$ cat src/sv/assert_macros.svh
// Assertion macros shared by the RTL files that carry checks.
`ifndef ASSERT_MACROS_SVH
`define ASSERT_MACROS_SVH

// Property that must hold at every rising edge outside reset.
`define ASSERT_ALWAYS(label, prop, msg) \
	label: assert property (@(posedge clk) disable iff (!arst_n) (prop)) else $error(msg);

// Same-cycle implication.
`define ASSERT_IMPL(label, ante, cons, msg) \
	label: assert property (@(posedge clk) disable iff (!arst_n) (ante) |-> (cons)) \
		else $error(msg);

// Next-cycle implication.
`define ASSERT_NEXT(label, ante, cons, msg) \
	label: assert property (@(posedge clk) disable iff (!arst_n) (ante) |=> (cons)) \
		else $error(msg);

`endif

$ cat src/sv/ebam_pkg.sv
// Package: sizes, codes and bank control types of the byte-addressed memory.
package ebam_pkg;

	// memory size in bytes; a power of two, at least 4
	localparam int MEM_BYTES = 65536;
	localparam int NBANKS    = 4;
	localparam int BANK_DEPTH = MEM_BYTES / NBANKS;
	localparam int ROW_W     = (BANK_DEPTH > 1) ? $clog2(BANK_DEPTH) : 1;
	localparam int ADDR_W    = 32;
	localparam int DATA_W    = 32;

	typedef enum logic {
		FUNC_READ  = 1'b0,
		FUNC_WRITE = 1'b1
	} func_t;

	typedef enum logic [1:0] {
		SIZE_BYTE = 2'd0,
		SIZE_HALF = 2'd1,
		SIZE_WORD = 2'd2
	} size_t;

	localparam logic STATUS_OK  = 1'b0;
	localparam logic STATUS_ERR = 1'b1;

	// per-bank control for one access
	typedef struct packed {
		logic             en;     // bank holds a byte of this access
		logic [ROW_W-1:0] row;    // row within the bank
		logic [7:0]       wbyte;  // byte to store on a write
		logic [1:0]       pos;    // byte position within the value
	} bank_req_t;

	typedef struct packed {
		logic                    err;
		bank_req_t [NBANKS-1:0]  bank;
	} decode_t;

endpackage

$ cat src/sv/ebam_decode.sv
// Access decode: bounds check and per-bank row, lane and byte steering.
module ebam_decode (
	input  logic [1:0]                  access_size,
	input  logic [ebam_pkg::ADDR_W-1:0] byte_address,
	input  logic [ebam_pkg::DATA_W-1:0] write_data,
	input  logic                        big_endian,
	output ebam_pkg::decode_t           dec
);

	logic [1:0]                    last;     // bytes in access minus one
	logic                          bad_size;
	logic [ebam_pkg::ADDR_W:0]     end_addr;
	logic                          err;
	logic [1:0]                    lo;
	logic [ebam_pkg::ROW_W-1:0]    row0;

	assign lo   = byte_address[1:0];
	assign row0 = byte_address[ebam_pkg::ROW_W+1:2];

	always_comb begin
		bad_size = 1'b0;
		case (ebam_pkg::size_t'(access_size))
			ebam_pkg::SIZE_BYTE: last = 2'd0;
			ebam_pkg::SIZE_HALF: last = 2'd1;
			ebam_pkg::SIZE_WORD: last = 2'd3;
			default: begin
				last     = 2'd0;
				bad_size = 1'b1;
			end
		endcase
	end

	// one past the last byte must not exceed the memory size
	assign end_addr = {1'b0, byte_address} + (ebam_pkg::ADDR_W+1)'(last)
		+ (ebam_pkg::ADDR_W+1)'(1);
	assign err = bad_size || (end_addr > (ebam_pkg::ADDR_W+1)'(ebam_pkg::MEM_BYTES));

	always_comb begin
		logic [1:0] k;
		logic [1:0] p;
		dec.err = err;
		for (int b = 0; b < ebam_pkg::NBANKS; b++) begin
			k = 2'(b) - lo;
			p = big_endian ? (last - k) : k;
			dec.bank[b].en    = !err && (k <= last);
			dec.bank[b].row   = row0 + ebam_pkg::ROW_W'(2'(b) < lo);
			dec.bank[b].pos   = p;
			dec.bank[b].wbyte = write_data[{p, 3'b000} +: 8];
		end
	end

endmodule

$ cat config.mk
export PLATFORM = sky130hd
export DESIGN_NAME = ebam_decode
export DESIGN_NICKNAME = d
export VERILOG_FILES = /design/src/sv/assert_macros.svh /design/src/sv/ebam_pkg.sv /design/src/sv/ebam_decode.sv
export SDC_FILE = /design/constraint.sdc
export NUM_CORES = 1
export LEC_CHECK = 0
export ABC_AREA = 1
export BUFFER_PORTS_ARGS = -buffer_cell sky130_fd_sc_hd__buf_2
export CAP_MARGIN = 10
export CORE_MARGIN = 2
export CORE_UTILIZATION = 43
export DETAILED_ROUTE_END_ITERATION = 7
export PLACE_DENSITY = 0.8
export SLEW_MARGIN = 20
export SYNTH_ARGS = -nofsm -noshare
export SYNTH_HDL_FRONTEND = slang
export SYNTH_SLANG_ARGS = --single-unit
$ cat constraint.sdc
create_clock -name vclk -period 1.94
set_input_delay 0.097 -clock vclk [all_inputs]
set_output_delay 0.097 -clock vclk [all_outputs]
set_load 0.03 [all_outputs]
==> results.md, run 1 <==
- 168 I/O pins were placed.
- The number of port buffers is 168.
- The power per standard cell area is 408 mW/mm².
- The post-synthesis instance area is 0.00312 mm².
- The switching share of power is 0.623.
- The sequential cell count is 0.
- Data arrives at the worst endpoint at 2210 ps.
- The initial antenna violation count is 0.
- The net count of the finished layout is 875.
- The total routing usage reported by global routing is 0.255.
- The checks that failed: negative setup slack.
- Summing all placed instances gives a cell area of 0.00451 mm².
- The max-slew violation total from the final report is 0.
- The cell-internal power is 767 µW.
- In the final layout, flip-flops and latches occupy 0 µm².
- The via count of the first global-routing pass came to 3,844.
- In the routed layout, each cell is associated on average with a via count of 5.01.
- The floorplan step defined a core boundary enclosing 0.00714 mm².
- The worst setup path is launched from a primary input.
- The area growth from synthesis to final layout is 59.9%.
- Leaving out fill and tap cells, the most frequent cell in the layout is sky130_fd_sc_hd__nand2_1.
- The worst hold path belongs to the class in2out.
- Along the worst path, the maximum fanout reaches 6.
- The peak supply drop is 0.438 mV.
- The part of the Yosys area used for sequential elements is 0.
- Max-cap violations in this run came to 0.
- The data required time at the worst endpoint is 1840 ps.
- The pre-antenna-repair detailed-routing pass consisted of 5 iterations.
- The leakage power total is 2.72 nW.
- Once layout is complete, the utilization of the core stands at 0.700.
- The maximum number of pins on one net before global-route repair is 35.
- The worst setup path is captured at an output pin.
- The ratio of final minimum period to clock period is 1.19.
- The number of different library cells in the post-synthesis netlist is 30.
- After filler insertion, the fill cell instance count of the layout stands at 630.
- The area occupied by multi-input gates is 0.00291 mm².
- The post-synthesis area per instance is 5.22 µm².
- Across all setup checks in the final design, the least slack found is -362 ps.
- Detailed placement ended at an HPWL of 9.18 mm.
- The post-route DRC violation count is 0.
- The worst max-slew margin expressed relative to the limit is 0.669.
- In the layout the commonest cells are sky130_fd_sc_hd__nand2_1 (161), sky130_fd_sc_hd__buf_2 (142), sky130_fd_sc_hd__inv_1 (82).
- The final setup violation count is 24.
- The number of warning messages in the yosys log is 0.
- The floorplan die width is 89.2 µm.
- The total via count in the routed design is 4,441.
- Summed over all failing endpoints, the final setup total negative slack is -3850 ps.
- The final layout contains routed wiring with a total length of 11.7 mm.
- For this run the aggregate overflow at the end of global routing stands at 0.
- After routing the design area is 0.00499 mm².
- The synthesized net count is 684.
- The chip height is 89.2 µm.
- The type of the worst setup path is in2out.
- The floorplan has 31 rows.
- The number of clock buffer instances in the layout is 0.
- The antenna diode count is 0.
- The cell count after synthesis came out at 598.
- The run finished, with violations left.
- For this run, the top clock speed supported by timing is 0.434 GHz.
- The combinational share of power is 1.000.
- The sequential cell fraction of total power is 0.
- Timing analysis after detailed placement gives a worst setup slack of -485 ps.
- The initial utilization of the core area, before any placement, comes to 0.438.
- The clock network fraction of total power is 0.
- The number of antenna-violating nets in the routed design is 0.
- The first global-routing pass estimated 16.9 mm of wire.
- The routed length per instance is 13.2 µm.
- The minimum clock period after layout is 2300 ps.
- In this run, the number of DRC markers left after iteration 0 of detailed routing was 223.
- The final weighted congestion in routability-driven placement is 0.966.
- The share of cells above drive strength 1 is 0.452.
- The transition time at the pin with the least slew margin is 491 ps.
- The count of final hold-check violations is 0.
- The power dissipated by switching net loads is 1.27 mW.
- The full die area is 0.00796 mm².
- Setup repair after global routing could not meet its margin everywhere.
## power by group through the flow
stage,sequential [mW],combinational [mW],clock [mW]
2_1_floorplan,0,1.21,0
3_3_place_gp,0,1.68,0
3_5_place_dp,0,1.71,0
4_1_cts,0,1.84,0
5_1_grt,0,2.17,0
6_report,0,2.04,0
## worst paths after layout
| check | slack, ps | from | end | cells after the start |
|---|---|---|---|---|
| max | -360 | access_size[0] | dec[74] | 19 |
| min | 500 | byte_address[7] | dec[90] | 2 |
## area by class of cell
class / instances / share of cell area
Timing Repair Buffer: 224 / 0.312
Inverter: 100 / 0.0792
Tap cell: 99 / 0.0248
Multi-Input combinational cell: 463 / 0.584
## repair_timing
action	CTS	global route
pin swaps	13	21
gates cloned	1	4
buffers inserted	0	3
gates resized for setup	49	72
setup endpoints to repair	38	36
hold buffers	0	0
## worst max-delay path, stage by stage
cell and delay, ps:
sky130_fd_sc_hd__buf_12 110, sky130_fd_sc_hd__inv_12 50, sky130_fd_sc_hd__ha_4 200, sky130_fd_sc_hd__ha_4 170, sky130_fd_sc_hd__inv_4 60, sky130_fd_sc_hd__ha_4 110
sky130_fd_sc_hd__inv_2 30, sky130_fd_sc_hd__nand2_4 110, sky130_fd_sc_hd__nand2_4 100, sky130_fd_sc_hd__nor2_8 160, sky130_fd_sc_hd__nand3_2 80, sky130_fd_sc_hd__nand2_1 110
sky130_fd_sc_hd__nand2_2 70, sky130_fd_sc_hd__nor2_2 80, sky130_fd_sc_hd__nand3b_1 130, sky130_fd_sc_hd__nor2_4 150, sky130_fd_sc_hd__nand2_4 120, sky130_fd_sc_hd__nor2_4 130
sky130_fd_sc_hd__buf_6 130
## cell families after synthesis
| logic type | count (synthesis) | synth area share |
|---|---|---|
| AOI/OAI and AO/OA | 80 | 0.132 |
| xor gates and xnor gates | 38 | 0.107 |
| adders and majority gates | 19 | 0.0809 |
| buffers and inverters | 135 | 0.194 |
| and+or+nand+nor | 326 | 0.487 |
## metal layers
metal / part of all wire / global-route usage
met1: 0.39 / 0.298
met2: 0.55 / 0.511
met3: 0.061 / 0.0185
met5: 0 / 0
met4: 0.0027 / 0.0366
## synthesized netlist by cell type (all sizes together)
| master | count | share of area |
|---|---|---|
| nand4 | 7 | 0.014 |
| nand2 | 198 | 0.26 |
| fa | 2 | 0.013 |
| a21boi | 2 | 0.0048 |
| o21bai | 3 | 0.0072 |
| clkbuf | 9 | 0.011 |
| a21oi | 12 | 0.019 |
| nor3 | 4 | 0.0080 |
| nand3b | 11 | 0.026 |
| buf | 26 | 0.062 |
| nand3 | 22 | 0.041 |
| ha | 17 | 0.068 |
| nor4 | 1 | 0.0020 |
| inv | 100 | 0.12 |
| xor2 | 36 | 0.10 |
| o21ai | 63 | 0.10 |
| nor2 | 83 | 0.13 |
| xnor2 | 2 | 0.0056 |
## stage by stage
| stage | power, mW | hold WS (ps) | std cells |
|---|---|---|---|
| 5_1_grt | 2.17 | 514 | 886 |
| 3_3_place_gp | 1.68 | 498 | 878 |
| 6_report | 2.04 | 501 | 886 |
| 4_1_cts | 1.84 | 500 | 879 |
| 3_5_place_dp | 1.71 | 500 | 878 |
| 2_1_floorplan | 1.21 | 326 | 598 |
(Power assumes the default switching activity.)
==> run 2: changes to the inputs <==
Settings changed: CORE_UTILIZATION 43 to 45.
Clock period 1.94 ns to 2.5 ns, I/O delays scaled along.
==> run 2 against run 1 <==
Effect of this change:
- the flow now finishes without violations
- worst setup slack improved by 440 ps
- routed wire length decreased by 15%
- combinational power decreased by 42%
- sequential share of layout area unchanged
- die area decreased by 4.2%
==> results.md, run 2 (synthesis gave the netlist of run 1 again) <==
- The data required time at the worst endpoint is 2380 ps.
- At the end of the flow, the number of nets in the layout was 830.
- The number of maximum-capacitance violations is 0.
- The placeable core region is 0.00676 mm².
- Derived from the worst setup path, the maximum achievable clock frequency is 0.412 GHz.
- The initialized floorplan defines 30 standard-cell rows.
- Total power for the finished layout comes to 1.18 mW.
- The critical path in this run is classified as in2out.
- The area occupied by multi-input gates is 0.00266 mm².
- The final weighted congestion in routability-driven placement is 0.906.
- The initial antenna violation count is 0.
- The leakage power total is 2.34 nW.
- The number of clock buffer instances in the layout is 0.
- For this block, the initial DRC count from the detailed router was 163.
- The routed length per instance is 12.0 µm.
- The transition time at the pin with the least slew margin is 371 ps.
- The worst path arrival time is 2300 ps.
- The number of vias per cell after detailed routing is 4.95.
- The floorplan step defined a die boundary enclosing 0.00762 mm².
- The pre-CTS setup slack is -118 ps.
- For this configuration, the core starts out at a cell density of 0.462.
- Across all setup checks in the final design, the least slack found is 73.4 ps.
- The fill cell instance count of the final layout is 687.
- The detailed-placement wirelength estimate is 8.17 mm.
- The flow ran to the end, and the final reports show no timing, DRC or antenna violations.
- The tightest hold path in the finished design has a slack of 560 ps.
- The area growth from synthesis to final layout is 31.2%.
- At the end of the flow the core is filled with cells to 0.607.
- The minimum clock period after layout is 2430 ps.
- The max-slew violation total from the final report is 0.
- The global-route wire length before repair is 15.5 mm.
- The ratio of final minimum period to clock period is 0.971.
- The number of antenna-violating nets in the routed design is 0.
- The register area is 0 µm².
- Sequential cells placed in the final layout were counted as 0.
- The peak supply drop is 0.339 mV.
- In this run the worst path has a maximum fanout of 6.
- The number of port buffers is 168.
- The category of the worst setup path launch point is a primary input.
- The I/O pin count is 168.
- Entering global routing, the biggest net connects 35 pins.
- The via count of the first global-routing pass is 3,597.
- The worst max-slew margin expressed relative to the limit is 0.750.
- The min-delay analysis places its worst path in the category in2out.
- The sum of overflow across all layers after global routing is 0.
- The cts-stage hold buffer count is 0.
- The worst setup path is captured at an output pin.
- The total via count in the routed design is 4,071.
- After detailed routing, the number of remaining DRC violations is 0.
- Measured along the y axis, the die boundary spans 87.3 µm.
- The power per standard cell area is 287 mW/mm².
- The library cells used most frequently in the layout, excluding fill and tap cells, are sky130_fd_sc_hd__nand2_1 (178), sky130_fd_sc_hd__buf_2 (162), sky130_fd_sc_hd__inv_1 (87).
- The count of final hold-check violations came to 0.
- The first detailed-routing pass took 5 iterations.
- The share of cells above drive strength 1 is 0.337.
- The finished layout holds 822 standard cells, fillers aside.
- In the global route stage, overall resource usage came out at 0.240.
- The number of placed instances, taps included is 820.
- The final setup violation count is 0.
- The antenna diode count is 0.
- The routed design has 9.90 mm of wire.
- The commonest non-fill, non-tap cell in the layout is sky130_fd_sc_hd__nand2_1.
- In this run the horizontal extent of the chip is 87.3 µm.
==> run 2: power by group <==
| part | internal (mW) | switching (mW) | leakage, nW |
|---|---|---|---|
| clock | 0 | 0 | 0 |
| combinational | 0.345 | 0.832 | 2.34 |
| sequential | 0 | 0 | 0 |
==> run 2: per-stage QoR <==
step,cell area (µm²),TNS [ps]
after global placement,3900,0
after global routing,4100,-143
after CTS,3920,0
after detailed placement,3900,-450
final,4100,0
after floorplan,3120,-493
==> run 2: per-layer routing <==
metal | vias to the layer above | global-route usage | share of wire
met3 | 10 | 0.0218 | 0.067
met5 | - | 0 | 0
met1 | 1789 | 0.302 | 0.41
met4 | 0 | 0.0350 | 0.010
met2 | 166 | 0.448 | 0.51
li1 | 2106 | - | -
==> run 2: final cells by class <==
| type | count | share of cell area |
|---|---|---|
| well taps | 80 | 0.0244 |
| inverters | 100 | 0.0928 |
| multi-input cells | 463 | 0.649 |
| repair buffers | 179 | 0.234 |
==> run 2: worst max-delay path: stages <==
cell	delay, ps
sky130_fd_sc_hd__buf_4	120
sky130_fd_sc_hd__inv_4	70
sky130_fd_sc_hd__ha_4	210
sky130_fd_sc_hd__ha_4	180
sky130_fd_sc_hd__inv_4	60
sky130_fd_sc_hd__ha_4	110
sky130_fd_sc_hd__inv_2	40
sky130_fd_sc_hd__nand2_4	100
sky130_fd_sc_hd__inv_2	60
sky130_fd_sc_hd__nand2_1	60
sky130_fd_sc_hd__nand2_1	50
sky130_fd_sc_hd__nor2_1	150
sky130_fd_sc_hd__nand2_1	70
sky130_fd_sc_hd__nor2_1	110
sky130_fd_sc_hd__nand4_1	120
sky130_fd_sc_hd__nor2_1	130
sky130_fd_sc_hd__nand2_1	70
sky130_fd_sc_hd__nand2_2	80
sky130_fd_sc_hd__nand2_4	110
sky130_fd_sc_hd__nor2_4	140
sky130_fd_sc_hd__buf_6	140
==> run 2: timing repair <==
item                                    in CTS  in global routing
pin swaps                                    1                 17
resized for setup                            7                 41
endpoints found under the setup margin       5                  5
endpoints found under the hold margin        0                  0
buffers inserted                             0                  2
==> run 2: worst paths after layout <==
check | start | to | slack [ps] | cells past startpoint
worst max-delay path | access_size[0] | dec[24] | 70 | 21
worst min-delay path | byte_address[13] | dec[96] | 560 | 2
==> run 3: changes to the inputs <==
Settings changed: BUFFER_PORTS_ARGS -buffer_cell sky130_fd_sc_hd__buf_2 to default, DONT_BUFFER_PORTS from default to 1, PLACE_DENSITY 0.8 to default, REMOVE_ABC_BUFFERS from default to 1.
==> run 3 against run 2 <==
Effect of this change:
- first-iteration DRC count is 21% higher
- via count decreased by 11%
- worst setup slack better by 62 ps
- global-route usage decreased by 1.4 points
- sequential share of layout area is the same
- die area unchanged
- utilization is 7.4 points lower
- count of clock-buffer cells in the layout unchanged
- hold slack got worse by 310 ps
- maximum frequency is 2.6% higher
==> results.md, run 3 (synthesis gave the netlist of run 1 again) <==
- The antenna diode count is 0.
- The routed length per instance is 13.2 µm.
- The cell-internal power is 343 µW.
- For this design the ratio of total power to cell area is 298 mW/mm².
- Excluding fillers, the count of instances in the completed layout stands at 701.
- The global-route wire length before repair is 14.6 mm.
- Summed over all layers, the global routing overflow is 0.
- In the final timing run, aggregate negative setup slack is 0 ps.
- Of the cells placed in the final design, the portion with a size suffix greater than 1 is 0.201.
- Headroom to the max-slew limit came out at 0.530.
- Port buffering added 0 buffers.
- The power consumption is 1.07 mW.
- The routed wire length is 9.27 mm.
- The sequential cell count is 0.
- The total number of nets in the final design is 709.
- The transition time at the pin with the least slew margin is 701 ps.
- The pre-antenna-repair detailed-routing pass consisted of 4 iterations.
- Leaving out fill and tap cells, the most frequent cell in the layout is sky130_fd_sc_hd__nand2_1.
- The post-route DRC violation count is 0.
- Entering global routing, the biggest net connects 34 pins.
- 168 I/O pins were placed.
- Dividing the detail-routed via count by the number of cells gives 5.17.
- The floorplan step defined a die boundary enclosing 0.00762 mm².
- The setup slack of the critical path after layout is 136 ps.
- The final setup violation count is 0.
- The floorplan die width is 87.3 µm.
- The register area is 0 µm².
- In the layout the commonest cells are sky130_fd_sc_hd__nand2_1 (176), sky130_fd_sc_hd__inv_1 (89), sky130_fd_sc_hd__nor2_1 (61).
- The total routing usage reported by global routing is 0.226.
- Setup repair after global routing left no endpoint under its margin.
- The data required time at the worst endpoint is 2380 ps.
- The fill cell instance count of the final layout is 716.
- STA classifies the critical path startpoint as a primary input.
- Timing analysis after detailed placement gives a worst setup slack of 56.7 ps.
- The run finished with clean final reports.
- The initial cell density of the core is 0.462.
- In this run the power spent charging and discharging nets is 731 µW.
- Hold is met by 250 ps.
- The count of final hold-check violations is 0.
- The layout has 0 clock buffers.
- The leakage power total is 1.92 nW.
- Across all layers, the routed design uses 3,625 vias.
- The number of placed instances, taps included, is 698.
- The worst path arrival time is 2240 ps.
- VDD sags by at most 0.272 mV.
- The initial antenna violation count came to 0.
- The type of the worst setup path is in2out.
- The final weighted congestion in routability-driven placement is 0.887.
- In this run the vertical extent of the chip is 87.3 µm.
- The share of total power dissipated in combinational logic is 1.000.
- The highest attainable clock frequency is 0.423 GHz.
- The total area inside the core boundary comes to 0.00676 mm².
- The critical path endpoint category is an output pin.
- Detailed placement ended at an HPWL of 7.78 mm.
- The DRC marker count from the first detailed-route iteration is 198.
- The ratio of final minimum period to clock period is 0.946.
- The switching share of power is 0.681.
- The via count of the first global-routing pass was 3,330.
- The share of total power dissipated in sequential elements is 0.
- The path class of the tightest hold or removal check is in2out.
- The area growth from synthesis to layout is 15.2%.
- The site row count is 30.
- The max-slew violation total from the final report is 0.
- The number of maximum-capacitance violations is 0.
- The number of antenna-violating nets in the routed design is 0.
- The clock network fraction of total power is 0.
- The clock period could shrink to 2360 ps.
- Of all nets on the critical path, the largest fanout is 5.
-- run 3: changes by cell type in the layout (fill, tap and decap cells not counted), sizes merged --
cell      before  now
inv          100   99
clkinvlp       0    1
buf          179   58
-- run 3: cell type report --
class	instances	area, µm²	share of cell area
timing repair buffer	58	463	0.129
inverter	100	382	0.106
tap	80	100	0.0278
multi-input combinational	463	2650	0.737
-- run 3: timing repair --
action                                  CTS  global route
hold buffers                              0             0
endpoints found under the setup margin    0             5
gates resized for setup                   0            36
buffers inserted                          0             3
-- run 3: metrics by stage --
| stage | instance area (µm²) | util |
|---|---|---|
| after CTS | 3430 | 0.507 |
| after global placement | 3430 | 0.507 |
| after detailed placement | 3430 | 0.507 |
| final | 3600 | 0.533 |
| after global routing | 3600 | 0.533 |
| after floorplan | 2890 | - |
-- run 3: routing by layer --
metal / vias to the layer above / global-route usage / part of all wire
li1: 1867 / - / -
met1: 1615 / 0.277 / 0.41
met2: 137 / 0.420 / 0.49
met3: 6 / 0.0474 / 0.090
met4: 0 / 0.0168 / 0.0050
met5: - / 0 / 0
-- run 3: path summary, 6_finish.rpt --
check	endpoint	start	slack, ps	cells after the start
min	dec[97]	byte_address[14]	250	0
max	dec[99]	access_size[0]	140	21
-- run 3: critical path, stage by stage --
cell and delay [ps]:
sky130_fd_sc_hd__clkinvlp_4 100, sky130_fd_sc_hd__ha_4 250, sky130_fd_sc_hd__ha_4 170, sky130_fd_sc_hd__inv_4 60
sky130_fd_sc_hd__ha_4 120, sky130_fd_sc_hd__inv_2 40, sky130_fd_sc_hd__nand2_4 90, sky130_fd_sc_hd__nand2_4 80
sky130_fd_sc_hd__buf_4 150, sky130_fd_sc_hd__nand2_1 60, sky130_fd_sc_hd__nand2_1 60, sky130_fd_sc_hd__nor2_1 90
sky130_fd_sc_hd__nand2_1 60, sky130_fd_sc_hd__nor2_1 90, sky130_fd_sc_hd__nand3_1 80, sky130_fd_sc_hd__nor2_1 90
sky130_fd_sc_hd__nand2_1 70, sky130_fd_sc_hd__nand2_2 80, sky130_fd_sc_hd__nand2_4 110, sky130_fd_sc_hd__nor2_4 130
sky130_fd_sc_hd__buf_6 130
-- run 3: power groups by stage --
stage / logic (mW) / registers (mW) / clock network (mW)
2_1_floorplan: 0.738 / 0 / 0
4_1_cts: 1.05 / 0 / 0
5_1_grt: 1.17 / 0 / 0
3_5_place_dp: 1.05 / 0 / 0
3_3_place_gp: 1.04 / 0 / 0
6_report: 1.07 / 0 / 0
